`config.mk`:
```
export PLATFORM = sky130hd
export DESIGN_NAME = hex_text_to_bytes
export DESIGN_NICKNAME = d
export VERILOG_FILES = /design/src/design/htb_pkg.sv /design/src/design/hex_text_to_bytes.sv /design/src/design/htb_classify.sv
export VERILOG_INCLUDE_DIRS = /design/src /design/src/design
export SDC_FILE = /design/constraint.sdc
export NUM_CORES = 1
export LEC_CHECK = 0
export ABC_AREA = 1
export BUFFER_PORTS_ARGS = -buffer_cell sky130_fd_sc_hd__buf_2
export CAP_MARGIN = 0
export CORE_ASPECT_RATIO = 1.75
export CORE_MARGIN = 1
export CORE_UTILIZATION = 42
export CTS_BUF_LIST = sky130_fd_sc_hd__clkbuf_8
export CTS_CLUSTER_DIAMETER = 150
export CTS_CLUSTER_SIZE = 14
export DETAILED_ROUTE_END_ITERATION = 7
export GPL_ROUTABILITY_DRIVEN = 1
export SLEW_MARGIN = 20
export SYNTH_ARGS = -nofsm -noshare
export SYNTH_HDL_FRONTEND = slang
export SYNTH_SLANG_ARGS = --single-unit
export TNS_END_PERCENT = 30
```
`constraint.sdc`:
```
create_clock -name clk -period 5.43 [get_ports clk]
set_clock_uncertainty 0.15 [all_clocks]
set_input_delay 0 -clock clk [delete_from_list [all_inputs] [get_ports clk]]
set_output_delay 0 -clock clk [all_outputs]
set_load 0.02 [all_outputs]
```
`src/design/hex_text_to_bytes_macros.svh`:
```
// ---------------------------------------------------------------------------
// hex_text_to_bytes_macros
// assertion macros used by the hex text decoder
// ---------------------------------------------------------------------------
`ifndef HEX_TEXT_TO_BYTES_MACROS_SVH
`define HEX_TEXT_TO_BYTES_MACROS_SVH

// same-cycle implication, checked outside reset
`define HTB_ASSERT_NOW(label, ante, cons, msg) \
  label: assert property (@(posedge clk) disable iff (rst) (ante) |-> (cons)) \
    else $error(msg);

// next-cycle implication, checked outside reset
`define HTB_ASSERT_NEXT(label, ante, cons, msg) \
  label: assert property (@(posedge clk) disable iff (rst) (ante) |=> (cons)) \
    else $error(msg);

`endif

```
`src/design/htb_pkg.sv`:
```
// ---------------------------------------------------------------------------
// htb_pkg
// types and constants of the hex text decoder
// ---------------------------------------------------------------------------
package htb_pkg;

  localparam int COUNT_BITS = 16;
  localparam int CFG_ADDR_BITS = 3;
  localparam int CFG_DATA_BITS = 16;
  localparam int OUT_DATA_BITS = 48;

  // register indexes of the configuration port
  localparam logic [CFG_ADDR_BITS-1:0] CFG_MAX_BYTES     = 3'd0;
  localparam logic [CFG_ADDR_BITS-1:0] CFG_IGNORE_COUNT  = 3'd1;
  localparam logic [CFG_ADDR_BITS-1:0] CFG_IGNORE_CHAR_A = 3'd2;
  localparam logic [CFG_ADDR_BITS-1:0] CFG_IGNORE_CHAR_B = 3'd3;
  localparam logic [CFG_ADDR_BITS-1:0] CFG_STOP_ALLOWED  = 3'd4;

  // character codes used by the classifier
  localparam logic [7:0] CHAR_ZERO   = 8'd48;
  localparam logic [7:0] CHAR_ALPHA  = 8'd55;   // 'A' minus ten
  localparam logic [7:0] CASE_MASK   = 8'hDF;
  localparam logic [7:0] CHAR_NUL    = 8'd0;

  typedef enum logic [1:0] {
    ST_OK        = 2'd0,
    ST_ROOM      = 2'd1,
    ST_MALFORMED = 2'd2
  } status_t;

  typedef struct packed {
    logic [15:0] max_bytes;
    logic [1:0]  ignore_count;
    logic [7:0]  ignore_char_a;
    logic [7:0]  ignore_char_b;
    logic        stop_allowed;
  } cfg_t;

  typedef struct packed {
    logic       is_hex;
    logic       is_sep;
    logic [3:0] value;
  } char_class_t;

endpackage

```
`src/design/hex_text_to_bytes.sv`:
```
// ---------------------------------------------------------------------------
// hex_text_to_bytes
// streaming hex text to byte decoder with end-of-text report
// ---------------------------------------------------------------------------
// One character word is taken per clock cycle and its result, if any, is
// presented in the next cycle from the output register; the input stays ready
// while that register is empty or being drained, so throughput is one word
// per cycle, set by the combinational state update of the pair register and
// the byte and character counters. A byte comes out as tuser high when its
// second digit arrives; the word flagged tlast yields a report on tlast with
// status, byte count (zero on error) and end position in the same word.
// Configuration writes are always ready and take effect at once.
`include "hex_text_to_bytes_macros.svh"

module hex_text_to_bytes
  import htb_pkg::*;
(
  input  logic                     clk,
  input  logic                     rst,
  // input words
  input  logic                     s_axis_tvalid,
  output logic                     s_axis_tready,
  input  logic [7:0]               s_axis_tdata,   // [7:0] text_char
  input  logic                     s_axis_tuser,   // [0] no_char
  input  logic                     s_axis_tlast,   // is_last
  // result words
  output logic                     m_axis_tvalid,
  input  logic                     m_axis_tready,
  output logic [OUT_DATA_BITS-1:0] m_axis_tdata,   // [7:0] out_byte, [9:8] status,
                                                   // [25:10] byte_count,
                                                   // [41:26] end_position, rest 0
  output logic                     m_axis_tuser,   // [0] byte_valid
  output logic                     m_axis_tlast,   // done_res
  // configuration writes
  input  logic                     cfg_valid,
  output logic                     cfg_ready,
  input  logic [CFG_ADDR_BITS-1:0] cfg_addr,
  input  logic [CFG_DATA_BITS-1:0] cfg_data
);

  cfg_t cfg;

  logic                  second_digit, second_digit_next;
  logic [3:0]            high_digit, high_digit_next;
  logic [15:0]           bytes_out, bytes_out_next;
  logic [COUNT_BITS-1:0] chars_used, chars_used_next;
  logic                  halted, halted_next;
  logic                  room_error, room_error_next;

  logic        out_valid;
  logic [7:0]  out_byte;
  logic        out_byte_valid;
  logic        out_done;
  status_t     out_status;
  logic [15:0] out_count;
  logic [15:0] out_pos;

  char_class_t cls;
  logic        in_acc;
  logic        bump;
  logic        res_byte_valid;
  logic [7:0]  res_byte;
  logic        emit;
  status_t     res_status;
  logic [32:0] pos_full;
  logic [15:0] res_pos;

  htb_classify u_classify (
    .text_char (s_axis_tdata),
    .cfg       (cfg),
    .cls       (cls)
  );

  assign cfg_ready     = 1'b1;
  assign s_axis_tready = !out_valid || m_axis_tready;
  assign in_acc        = s_axis_tvalid && s_axis_tready;

  // configuration registers
  always_ff @(posedge clk) begin
    if (rst) begin
      cfg.max_bytes     <= 16'hFFFF;
      cfg.ignore_count  <= 2'd0;
      cfg.ignore_char_a <= 8'd58;
      cfg.ignore_char_b <= 8'd32;
      cfg.stop_allowed  <= 1'b0;
    end else if (cfg_valid) begin
      unique case (cfg_addr)
        CFG_MAX_BYTES:     cfg.max_bytes     <= cfg_data;
        CFG_IGNORE_COUNT:  cfg.ignore_count  <= cfg_data[1:0];
        CFG_IGNORE_CHAR_A: cfg.ignore_char_a <= cfg_data[7:0];
        CFG_IGNORE_CHAR_B: cfg.ignore_char_b <= cfg_data[7:0];
        CFG_STOP_ALLOWED:  cfg.stop_allowed  <= cfg_data[0];
        default: ;
      endcase
    end
  end

  // per-word decode step
  always_comb begin
    second_digit_next = second_digit;
    high_digit_next   = high_digit;
    bytes_out_next    = bytes_out;
    halted_next       = halted;
    room_error_next   = room_error;
    bump              = 1'b0;
    res_byte_valid    = 1'b0;
    res_byte          = 8'd0;
    if (!s_axis_tuser && !halted) begin
      if (!cls.is_hex) begin
        if (!second_digit && cls.is_sep) begin
          bump = 1'b1;
        end else begin
          halted_next = 1'b1;
        end
      end else if (bytes_out >= cfg.max_bytes) begin
        room_error_next = 1'b1;
        halted_next     = 1'b1;
      end else if (!second_digit) begin
        high_digit_next   = cls.value;
        second_digit_next = 1'b1;
        bump              = 1'b1;
      end else begin
        res_byte_valid    = 1'b1;
        res_byte          = {high_digit, cls.value};
        bytes_out_next    = bytes_out + 16'd1;
        second_digit_next = 1'b0;
        bump              = 1'b1;
      end
    end
    chars_used_next = (bump && chars_used != {COUNT_BITS{1'b1}}) ?
                      chars_used + COUNT_BITS'(1) : chars_used;
  end

  // end-of-text report from the updated state
  always_comb begin
    // a dangling high digit is not counted as consumed
    pos_full = 33'(chars_used_next) - 33'(second_digit_next);
    res_pos  = (pos_full > 33'h0FFFF) ? 16'hFFFF : pos_full[15:0];
    if (room_error_next) begin
      res_status = ST_ROOM;
    end else if (second_digit_next || (halted_next && !cfg.stop_allowed)) begin
      res_status = ST_MALFORMED;
    end else begin
      res_status = ST_OK;
    end
  end

  assign emit = s_axis_tlast || res_byte_valid;

  always_ff @(posedge clk) begin
    if (rst) begin
      second_digit <= 1'b0;
      high_digit   <= 4'd0;
      bytes_out    <= 16'd0;
      chars_used   <= '0;
      halted       <= 1'b0;
      room_error   <= 1'b0;
    end else if (in_acc) begin
      if (s_axis_tlast) begin
        second_digit <= 1'b0;
        high_digit   <= 4'd0;
        bytes_out    <= 16'd0;
        chars_used   <= '0;
        halted       <= 1'b0;
        room_error   <= 1'b0;
      end else begin
        second_digit <= second_digit_next;
        high_digit   <= high_digit_next;
        bytes_out    <= bytes_out_next;
        chars_used   <= chars_used_next;
        halted       <= halted_next;
        room_error   <= room_error_next;
      end
    end
  end

  // output register
  always_ff @(posedge clk) begin
    if (rst) begin
      out_valid <= 1'b0;
    end else if (in_acc) begin
      out_valid <= emit;
    end else if (m_axis_tready) begin
      out_valid <= 1'b0;
    end
  end

  always_ff @(posedge clk) begin
    if (in_acc && emit) begin
      out_byte       <= res_byte;
      out_byte_valid <= res_byte_valid;
      out_done       <= s_axis_tlast;
      out_status     <= s_axis_tlast ? res_status : ST_OK;
      out_count      <= (s_axis_tlast && res_status == ST_OK) ? bytes_out_next : 16'd0;
      out_pos        <= s_axis_tlast ? res_pos : 16'd0;
    end
  end

  assign m_axis_tvalid = out_valid;
  assign m_axis_tdata  = {6'd0, out_pos, out_count, out_status, out_byte};
  assign m_axis_tuser  = out_byte_valid;
  assign m_axis_tlast  = out_done;

  `HTB_ASSERT_NOW(a_no_overwrite, out_valid && !m_axis_tready, !in_acc,
    "held result word overwritten")
  `HTB_ASSERT_NOW(a_err_count_zero, out_valid && out_done && out_status != ST_OK,
    out_count == 16'd0, "error report carries a byte count")
  `HTB_ASSERT_NEXT(a_text_cleared, in_acc && s_axis_tlast,
    bytes_out == 16'd0 && !second_digit && !halted && !room_error,
    "text state not cleared after last word")
  `HTB_ASSERT_NEXT(a_byte_counted, in_acc && res_byte_valid && !s_axis_tlast,
    bytes_out == $past(bytes_out) + 16'd1, "decoded byte not counted")

endmodule

```
`src/design/htb_classify.sv`:
```
// ---------------------------------------------------------------------------
// htb_classify
// sorts one character into hex digit, separator or other
// ---------------------------------------------------------------------------
module htb_classify
  import htb_pkg::*;
(
  input  logic [7:0]  text_char,
  input  cfg_t        cfg,
  output char_class_t cls
);

  logic [7:0] upper;
  logic [7:0] dec_off;
  logic [7:0] alpha_off;

  assign upper     = text_char & CASE_MASK;
  assign dec_off   = text_char - CHAR_ZERO;
  assign alpha_off = upper - CHAR_ALPHA;

  always_comb begin
    cls = '0;
    if (text_char >= CHAR_ZERO && text_char < CHAR_ZERO + 8'd10) begin
      cls.is_hex = 1'b1;
      cls.value  = dec_off[3:0];
    end else if (upper >= CHAR_ALPHA + 8'd10 && upper < CHAR_ALPHA + 8'd16) begin
      cls.is_hex = 1'b1;
      cls.value  = alpha_off[3:0];
    end
    // a count of three behaves as two
    if (cfg.ignore_count != 2'd0) begin
      cls.is_sep = (text_char == CHAR_NUL) || (text_char == cfg.ignore_char_a) ||
                   (cfg.ignore_count[1] && text_char == cfg.ignore_char_b);
    end
  end

endmodule

```
Word level (Yosys, flattened, before mapping). Cells that the tools add are included.

Add/subtract/negate cells: 5. Order comparisons: 6. Eq/ne operators: 9. Muxes and demuxes: 44. Bitwise gates (word level): 3. Reduce and logical (&&, ||, !) cells: 34.

Operator list (count): $mux 16 (8); $gt 33x16->1 const B (1); $add 16x1->16 const B (2); $mux 4 (7); $mux 1 (27); $sub 16x1->17 (1); $eq 8x8->1 (2); $ge 16x16->1 (1); $ne 16x16->1 const B (1); $logic_and 1x1->1 (10); $reduce_and 2->1 (5); $ge 8x6->1 const B (1); $ge 8x7->1 const B (1); $logic_not 8->1 (1); $lt 8x6->1 const B (1); $lt 8x7->1 const B (1); $reduce_bool 2->1 (4); $eq 3x2->1 const B (2); $logic_not 1->1 (5); $logic_or 1x1->1 (5); $reduce_and 5->1 (1); $mux 2 (2); $ne 2x2->1 const B (2); $reduce_or 4->1 (1); 7 further kinds (9).

Register bits after elaboration: 119. Bits of input ports: 34. Logic and storage cells: 119.

Logic depth before layout (Yosys ltp). Gate-level depths: netlist of the first run.

Depth in word-level cells: 14. Gate-level depth with buffers: 23. Mapped depth without buffers: 22.

By module. A second synthesis of the first run with hierarchy kept.

Cell total of the unflattened synthesis: 905. Area total of the unflattened synthesis: 6777.8 µm².

By module, submodules not included: hex_text_to_bytes (times used 1, cells each 807, area an instance 6282.3 µm²); htb_classify (times used 1, cells each 98, area an instance 495.5 µm²).

Worst setup path after synthesis of the first run. No wires, ideal clock.

Path kind: register -> register. Start: register, netlist name cfg[34]. End: register out_done, in the netlist m_axis_tlast (enable). Setup time: 0.462 ns. Data arrival time: 3.645 ns. Required time: 4.818 ns. Path slack: 1.173 ns. Cell stages (with the launch flop): 13. Buffers on the path: 0. Cells stage by stage: dfxtp_1 -> inv_1 -> ha_1 -> nand2_1 -> inv_1 -> nand3_1 -> inv_1 -> a21oi_1 -> nand2_1 -> inv_1 -> ha_1 -> nand2_1 -> a21oi_1.

Word-level cells in the longest chain between the ends: 6.

RTL lines: $ge 16x16->1 (line hex_text_to_bytes.sv:115) `end else if (bytes_out >= cfg.max_bytes) begin`; $mux 1 (line hex_text_to_bytes.sv:115); $mux 1 (line hex_text_to_bytes.sv:109) `if (!cls.is_hex) begin`; $mux 1 (line hex_text_to_bytes.sv:108) `if (!s_axis_tuser && !halted) begin`; $logic_or 1x1->1 (line hex_text_to_bytes.sv:148) `assign emit = s_axis_tlast || res_byte_valid;`; $logic_and 1x1->1 (line hex_text_to_bytes.sv:189) `if (in_acc && emit) begin`; to (signal assigned) (line hex_text_to_bytes.sv:192) `out_done <= s_axis_tlast;`; to (decl) (line hex_text_to_bytes.sv:53) `logic out_done;`.

Every way passes these cells. A chain may end at the register's enable or synchronous reset.

Final worst setup path of the first run.
Start: register bytes_out[11]. End: register out_pos[12], data pin.

Word-level cells in the longest chain between the ends: 9. Elaborated cells on any way between the ends: 12. Classes of those cells: 1 x add/sub; 2 x order compare; 8 x mux; 1 x reduce/logical.

RTL lines: from (decl) (line hex_text_to_bytes.sv:45) `logic [15:0] bytes_out, bytes_out_next;`; from (signal assigned) (line hex_text_to_bytes.sv:169) `bytes_out <= bytes_out_next;`; $ge 16x16->1 * (line hex_text_to_bytes.sv:115); $mux 1 (line hex_text_to_bytes.sv:115); $mux 1 (line hex_text_to_bytes.sv:109); $mux 1 (line hex_text_to_bytes.sv:108); $logic_and 1x1->1 (line hex_text_to_bytes.sv:130) `chars_used_next = (bump && chars_used != {COUNT_BITS{1'b1}}) ?`; $mux 16 (line hex_text_to_bytes.sv:130); $sub 16x1->17 * (line hex_text_to_bytes.sv:137) `pos_full = 33'(chars_used_next) - 33'(second_digit_next);`; $gt 33x16->1 (line hex_text_to_bytes.sv:138) `res_pos = (pos_full > 33'h0FFFF) ? 16'hFFFF : pos_full[15:0];`; $mux 16 * (line hex_text_to_bytes.sv:138); to (signal assigned) (line hex_text_to_bytes.sv:195) `out_pos <= s_axis_tlast ? res_pos : 16'd0;`; to (decl) (line hex_text_to_bytes.sv:56) `logic [15:0] out_pos;`.

Mark *: on every way between the ends. The rest lies on a longest branch, timed or not.

==> impl_results.md, run 1 <==
* Status: finished, final reports clean
* Final Setup Violations at 0
* DRC violations left at 0
* CP top delay family: simple AND/OR/NAND/NOR gates
* Number of port buffers at 79
* Post-Synth Simple-Gate Area at 27.58%
* Power Dens Cells at 262.3 nW/um^2
* CTS tree: built
* Synth unique cells at 40
* Crit path max-delay cell type: dfxtp_1
* Die H at 168.5 um
* I/O pin count at 87
* CP required at 5.46 ns
* Hold Crit Class: primary input to register
* Slew @ Worst Pin at 0.9891 ns
* Post-synth EDFFs at 44
* Asr flop ratio synth at 0%
* Largest net degree at the start of global routing at 42
* Total power at 2.091 mW
* CP endpoint kind: register
* Clock Sinks at 119
* Reg2Reg Setup Slack at 1.96 ns
* Hold Path Stages at 7
* WL/cell at 14.53 um
* Yosys reg bits at 119
* DR iter-0 viols at 265
* WP buf/inv at 1
* CTS Buf Count at 17
* R2R Path Start: bytes_out[11]
* Die ar. at 16,380 um^2
* Max Clk Rate at 288.1 MHz
* Vias per cell at 4.906
* Post-CTS setup repair buffer count at 0
* Vias in the first global route at 5,744
* Core ar. at 15,460 um^2
* Period minus WS final at 3.471 ns
* Largest family of logic cells by synthesized area: simple AND/OR/NAND/NOR gates
* Worst hold start: s_axis_tdata[6]
* LEAKAGE at 3.485 nW
* Synth Cell Area at 6656 um^2
* Post-Syn Area per Cell at 7.547 um^2
* Routed Antenna Nets at 0
* Routed via count at 5,823
* Period utilization at 63.93%
* Max VDD drop at 0.0001580 V
* Total track usage at 21.82%
* Max-cap violations at 0
* Critical Path Start Type: register
* Layout cell share with drive strength beyond 1 at 14.49%
* First-pass GRT wire length at 27,880 um
* Synth warnings at 0
* RSZ-0062 raised after global routing: no
* Arrival @ worst endpoint at 3.50 ns
* Final Max Slew Viols at 0
* Global route overflow at 0
* Crit path cell chain: ha_1 > a21oi_1 > o21ai_0 > a21oi_1 > nand3_4 > nand2_4 > nand2_4 > inv_1 > nand2_1 > nand2_1 > ha_1 > ha_1 > nand3_2 > nor2_4 > nand2_1 > xor2_1 > nor2_1
* Compound-Gate Fraction of Synth Area at 9.774%
* Post-synthesis cell count at 882
* CTS H-Tree Depth at 4
* Die X at 97.17 um
* Antenna violations before repair at 0
* Row count at 60
* Final TNS setup at 0 ns
* Final HPWL DP at 12,870 um
* Reg2reg end: out_pos[12]
* CTS root buffer: clkbuf_8
* Dpl cell area at 7182 um^2
* Worst path max stage delay at 0.42 ns
* Critical path class: register to register
* Nets at 1,046
* Path depth of the worst reg2reg path at 17
* Final WL at 17,250 um
* Hold Path Sink: high_digit[0]
* Bufs on Longest Clock Path at 2
* Starting Density at 43.04%
* Crit path depth at 17
* Top_reg_cell synth: dfxtp_1
* Register area share after synthesis at 42.41%
* Worst-skew pair later-pin latency at 0.45 ns
* Final instance area at 7971 um^2
* Rel. slew slack at 33.99%
* Worst-path fanout max at 18
* Clock-pin slew on the worst setup and hold paths at 0.07 ns
* Placed Cells at 1,124
* Multiplexer area fraction after synthesis at 0%
* Diodes inserted at 0
* Xor and xnor area share after synthesis at 5.921%
* Non-Filler Instances at 1,187
* Synth Area in Adders at 4.511%
* Fin. Hold Viols at 0
* Area grow syn2layout at 19.76%
* RD Place Congestion at 0.9371
* Drt pass-1 iters at 4
-- synthesized netlist by cell type, types with 2 or more instances --
cell type | count | area (um^2)
a211oi_1 | 2 | 15.01
a21oi_1 | 61 | 305.3
a2bb2oi_1 | 2 | 17.52
buf_2 | 3 | 15.01
buf_4 | 7 | 52.55
buf_6 | 2 | 22.52
clkbuf_1 | 20 | 75.07
clkinv_1 | 2 | 7.510
conb_1 | 2 | 7.510
dfxtp_1 | 75 | 1501
edfxtp_1 | 44 | 1321
ha_1 | 24 | 300.3
inv_1 | 126 | 473.0
nand2_1 | 214 | 803.3
nand2_2 | 7 | 43.79
nand2_4 | 2 | 22.52
nand3_1 | 45 | 225.2
nand3_2 | 6 | 60.06
nand3b_1 | 3 | 22.52
nand4_1 | 11 | 68.82
nor2_1 | 97 | 364.1
nor2_2 | 3 | 18.77
nor2_4 | 3 | 33.78
nor3_1 | 15 | 75.07
nor3_2 | 3 | 30.03
nor4_1 | 3 | 18.77
o211ai_1 | 15 | 112.6
o21ai_0 | 26 | 130.1
o22ai_1 | 4 | 25.02
or2_2 | 2 | 12.51
xnor2_1 | 13 | 113.9
xor2_1 | 32 | 280.3
-- registers in the layout, summed over array words and instances, names as in the netlist --
signal and count:
out_count 16, high_digit 4, bytes_out 16, room_error 1
out_byte 8, cfg 35, out_pos 16, second_digit 1
m_axis_tlast 1, chars_used 16, m_axis_tuser 1, halted 1
m_axis_tvalid 1, out_status 2
-- stage by stage --
stage	util, %	setup WS [ns]	hold slack [ns]
5_1_grt	51.55	1.578	0.05480
4_1_cts	51.33	1.926	0.01352
2_1_floorplan	-	1.173	-0.05113
3_5_place_dp	46.44	1.926	0.07229
6_report	51.55	1.959	0.01991
3_3_place_gp	46.44	2.007	0.07228
-- power breakdown --
part / internal (mW) / switching, mW / total (mW)
sequential: 0.947 / 0.00949 / 0.957
combinational: 0.0690 / 0.134 / 0.203
clock: 0.556 / 0.375 / 0.931
-- repair_timing --
action,CTS,global route
hold buffers,30,0
endpoints found under the hold margin,46,0
gates resized for setup,0,0
-- worst max-delay path by stage --
stage,startpoint,to,slack [ns]
3_5_place_dp,bytes_out[13],out_pos[12],1.93
6_report,bytes_out[11],out_pos[12],1.96
2_1_floorplan,cfg[34],m_axis_tlast,1.17
5_1_grt,bytes_out[11],out_pos[12],1.58
4_1_cts,cfg[34],out_pos[12],1.93
3_3_place_gp,cfg[34],out_pos[10],2.01
-- worst min-delay path: cells and delay by family --
kind,cells,cell delay (ns)
compound gates,2,0.16
buf+inv,1,0.13
simple gates,4,0.26
-- per-layer routing --
layer  vias up  track usage [%]  share of wire, %
met5         -                0                 0
met4         0            13.30               5.0
met3        40            3.964               3.4
met2       133            42.59                56
met1      2622            20.67                36
li1       3028                -                 -
-- layout make-up --
class                           count  area (um^2)
Fill cell                        1545         7493
Tap cell                          186        232.7
Multi-Input combinational cell    608         3226
Clock inverter                     14        209.0
Clock buffer                       18        247.7
Inverter                          128        480.5
Timing Repair Buffer              114        753.2
Sequential cell                   119         2823
-- placed cells by master (no fill, tap or decap), types with 7 or more instances in the layout --
cell type,synthesis,final
nand2_1,214,214
inv_1,126,129
nor2_1,97,96
buf_2,3,79
dfxtp_1,75,75
a21oi_1,61,60
nand3_1,45,45
edfxtp_1,44,44
xor2_1,32,32
dlygate4sd3_1,0,30
o21ai_0,26,26
ha_1,24,24
clkbuf_8,0,18
nor3_1,15,15
o211ai_1,15,15
xnor2_1,13,13
nand4_1,11,11
nand2_2,7,7
conb_1,2,7
-- cell families after synthesis --
logic type,Yosys count
adder cells (fa/ha/maj),24
AND/OR/NAND/NOR,417
flip-flops,119
XOR/XNOR,45
other,2
buffers and inverters,160
AO/OA/AOI/OAI,115
Note: power is estimated with default switching activity, not from simulation.
==> inputs of run 2 (changes only) <==
Settings changed: ABC_AREA 1 to 0.
Clock period 5.43 ns to 3.48 ns, I/O delays scaled along.
==> run 2 against run 1 <==
The flow now finishes with violations (setup timing). Cell area grew 14%. Utilization rose by 7.0 points. Worst setup slack lost 2.0 ns. Non-clock buffer count is 126 higher. Sequential power grew 56%. Highest routed layer unchanged.
==> impl_results.md, run 2 <==
* Place WS at -0.3041 ns
* Placed Cells at 1,099
* Clock Sinks at 119
* DRC violations left at 0
* Most instantiated library cell after synthesis: nor2_1
* Crit path cell chain: ha_1 > nand4_1 > nor2_1 > a2111o_1 > a211o_4 > nand2_4 > xnor2_2 > ha_2 > ha_4 > a21bo_4 > nand4b_1 > or3_4 > a21oi_2
* Die H at 168.7 um
* Critical Path Start Type: register
* Area grow syn2layout at 35.79%
* Asr flop ratio synth at 0%
* Max Clk Rate at 284.4 MHz
* Final Max Slew Viols at 0
* Min Hold Slack at 0.02316 ns
* WL/cell at 16.31 um
* Arrival @ worst endpoint at 3.65 ns
* Routed via count at 6,373
* Hold Crit Class: primary input to register
* Largest Register: cfg
* Share of the synthesized area in the top cell type at 22.52%
* Yosys reg bits at 119
* Top_reg_cell synth: dfxtp_1
* Nets at 1,029
* Reg2Reg Setup Slack at -0.04 ns
* CTS tree: built
* Critical path class: register to register
* Non-Filler Instances at 1,170
* Setup ws final at -0.03645 ns
* Drt pass-1 iters at 5
* LEAKAGE at 3.807 nW
* Starting Density at 43.11%
* Max VDD drop at 0.0002160 V
* Synth warnings at 0
* Reg2reg end: out_pos[1]
* CTS root buffer: clkbuf_8
* Crit path max-delay cell type: a2111o_1
* Largest area contributor in the netlist: dfxtp_1
* R2R Path Start: chars_used[0]
* Dpl cell area at 8103 um^2
* Worst-path fanout max at 7
* Power Dens Cells at 349.1 nW/um^2
* Failing checks: setup timing
* CP endpoint kind: register
* Rel. slew slack at 37.87%
* Period minus WS final at 3.516 ns
* Global route overflow at 0
* Path depth of the worst reg2reg path at 13
* Vias in the first global route at 6,455
* Worst hold start: s_axis_tdata[3]
* Top post-synthesis cells by area: dfxtp_1 23%, edfxtp_1 20%, nor2_1 5.5%, ha_1 4.5%, nand2_1 4.4%
* Synth unique cells at 70
* RD Place Congestion at 0.9160
* RSZ-0062 raised after global routing: yes
* CP required at 3.61 ns
* Register area share after synthesis at 42.34%
* Row count at 60
* Max-cap violations at 0
* Layout cell share with drive strength beyond 1 at 30.79%
* Post-Syn Area per Cell at 8.830 um^2
* Final WL at 19,080 um
* Synth Cell Area at 6666 um^2
* WP buf/inv at 0
* Slew @ Worst Pin at 0.9320 ns
* Final instance area at 9052 um^2
* I/O pin count at 87
* Setup crit start: chars_used[0]
* Largest net degree at the start of global routing at 43
* CP top delay family: compound AO/OA/AOI/OAI gates
* Number of port buffers at 79
* Diodes inserted at 0
* Fin. Hold Viols at 0
* CTS H-Tree Depth at 4
* Bufs on Longest Clock Path at 2
* First-pass GRT wire length at 30,800 um
* Antenna violations before repair at 0
* Final HPWL DP at 14,300 um
* Crit path depth at 13
* DR iter-0 viols at 259
* Die ar. at 16,400 um^2
* Post-synthesis cell count at 755
* Total power at 3.160 mW
* Commonest non-fill, non-tap cell in the layout: buf_4
* Status: finished with violations
* Core ar. at 15,460 um^2
* Routed Antenna Nets at 0
* Vias per cell at 5.447
* Worst path max stage delay at 0.47 ns
* Die X at 97.24 um
* Total track usage at 23.77%
* Most frequent cells in the layout: 129 x buf_4, 97 x nor2_1, 79 x buf_2
* Worst-skew pair later-pin latency at 0.44 ns
* Critical Path Sink: out_pos[1]
* Final Setup Violations at 10
* Synth cell count leaders: 97 x nor2_1, 79 x nand2_1, 75 x dfxtp_1
* CTS Buf Count at 17
* Clock-pin slew on the worst setup and hold paths at 0.08 ns
* Period utilization at 101.0%
* Post-synth EDFFs at 44
* Max reg flops at 35
==> run 2: cell type report <==
| type | instances | area [um^2] |
|---|---|---|
| flip-flops and latches | 119 | 2830 |
| repair buffers | 240 | 1695 |
| multi-input cells | 567 | 3776 |
| fillers | 1367 | 6412 |
| clock buffers | 21 | 289.0 |
| clock inverters | 11 | 131.4 |
| inverters | 26 | 97.59 |
| well taps | 186 | 232.7 |
==> run 2: metrics by stage <==
step           setup TNS [ns]  utilization (%)
4_1_cts               -0.7273            58.37
5_1_grt                -2.186            58.54
3_5_place_dp           -2.454            52.39
2_1_floorplan          -1.006                -
3_3_place_gp           -1.342            52.39
6_report              -0.2757            58.54
==> run 2: logic make-up after synthesis <==
logic type / synth area share, %
AND/OR/NAND/NOR: 21.68
other: 0.1127
AO/OA/AOI/OAI: 17.96
buffers and inverters: 4.823
adder cells (fa/ha/maj): 4.505
XOR/XNOR: 7.620
flip-flops: 42.34
multiplexers: 0.9572
==> run 2: metal layers <==
layer	global-route usage, %	vias to the layer above	wire length (um)
met5	0	-	0
met4	12.53	0	786
met3	4.459	55	631
met2	46.36	173	10710
met1	23.33	3044	6950
li1	-	3101	-
==> run 2: what timing repair did <==
action                                 CTS  global route
hold buffers                            30             0
pin swaps                               14             5
endpoints found under the hold margin   43             0
setup endpoints to repair               11            15
resized for setup                       27             9
setup buffers                            9             0
==> run 2: tightest hold or removal path, stage by stage <==
cell and delay [ns]:
buf_2 0.12, buf_4 0.13, o21a_1 0.15, a22oi_1 0.09
nor2_1 0.08
==> run 2: report_power, final <==
part | switching [mW] | internal [mW]
Combinational | 0.201 | 0.138
Clock | 0.558 | 0.776
Sequential | 0.0123 | 1.48
==> run 2: how the worst min path moves through the flow <==
| stage | to | slack, ns | cells past startpoint |
|---|---|---|---|
| 5_1_grt | bytes_out[10] | 0.05 | 2 |
| 3_5_place_dp | cfg[31] | 0.06 | 2 |
| 6_report | high_digit[3] | 0.02 | 5 |
| 3_3_place_gp | cfg[31] | 0.05 | 2 |
| 4_1_cts | high_digit[1] | 0.005 | 5 |
| 2_1_floorplan | m_axis_tlast | -0.05 | 0 |
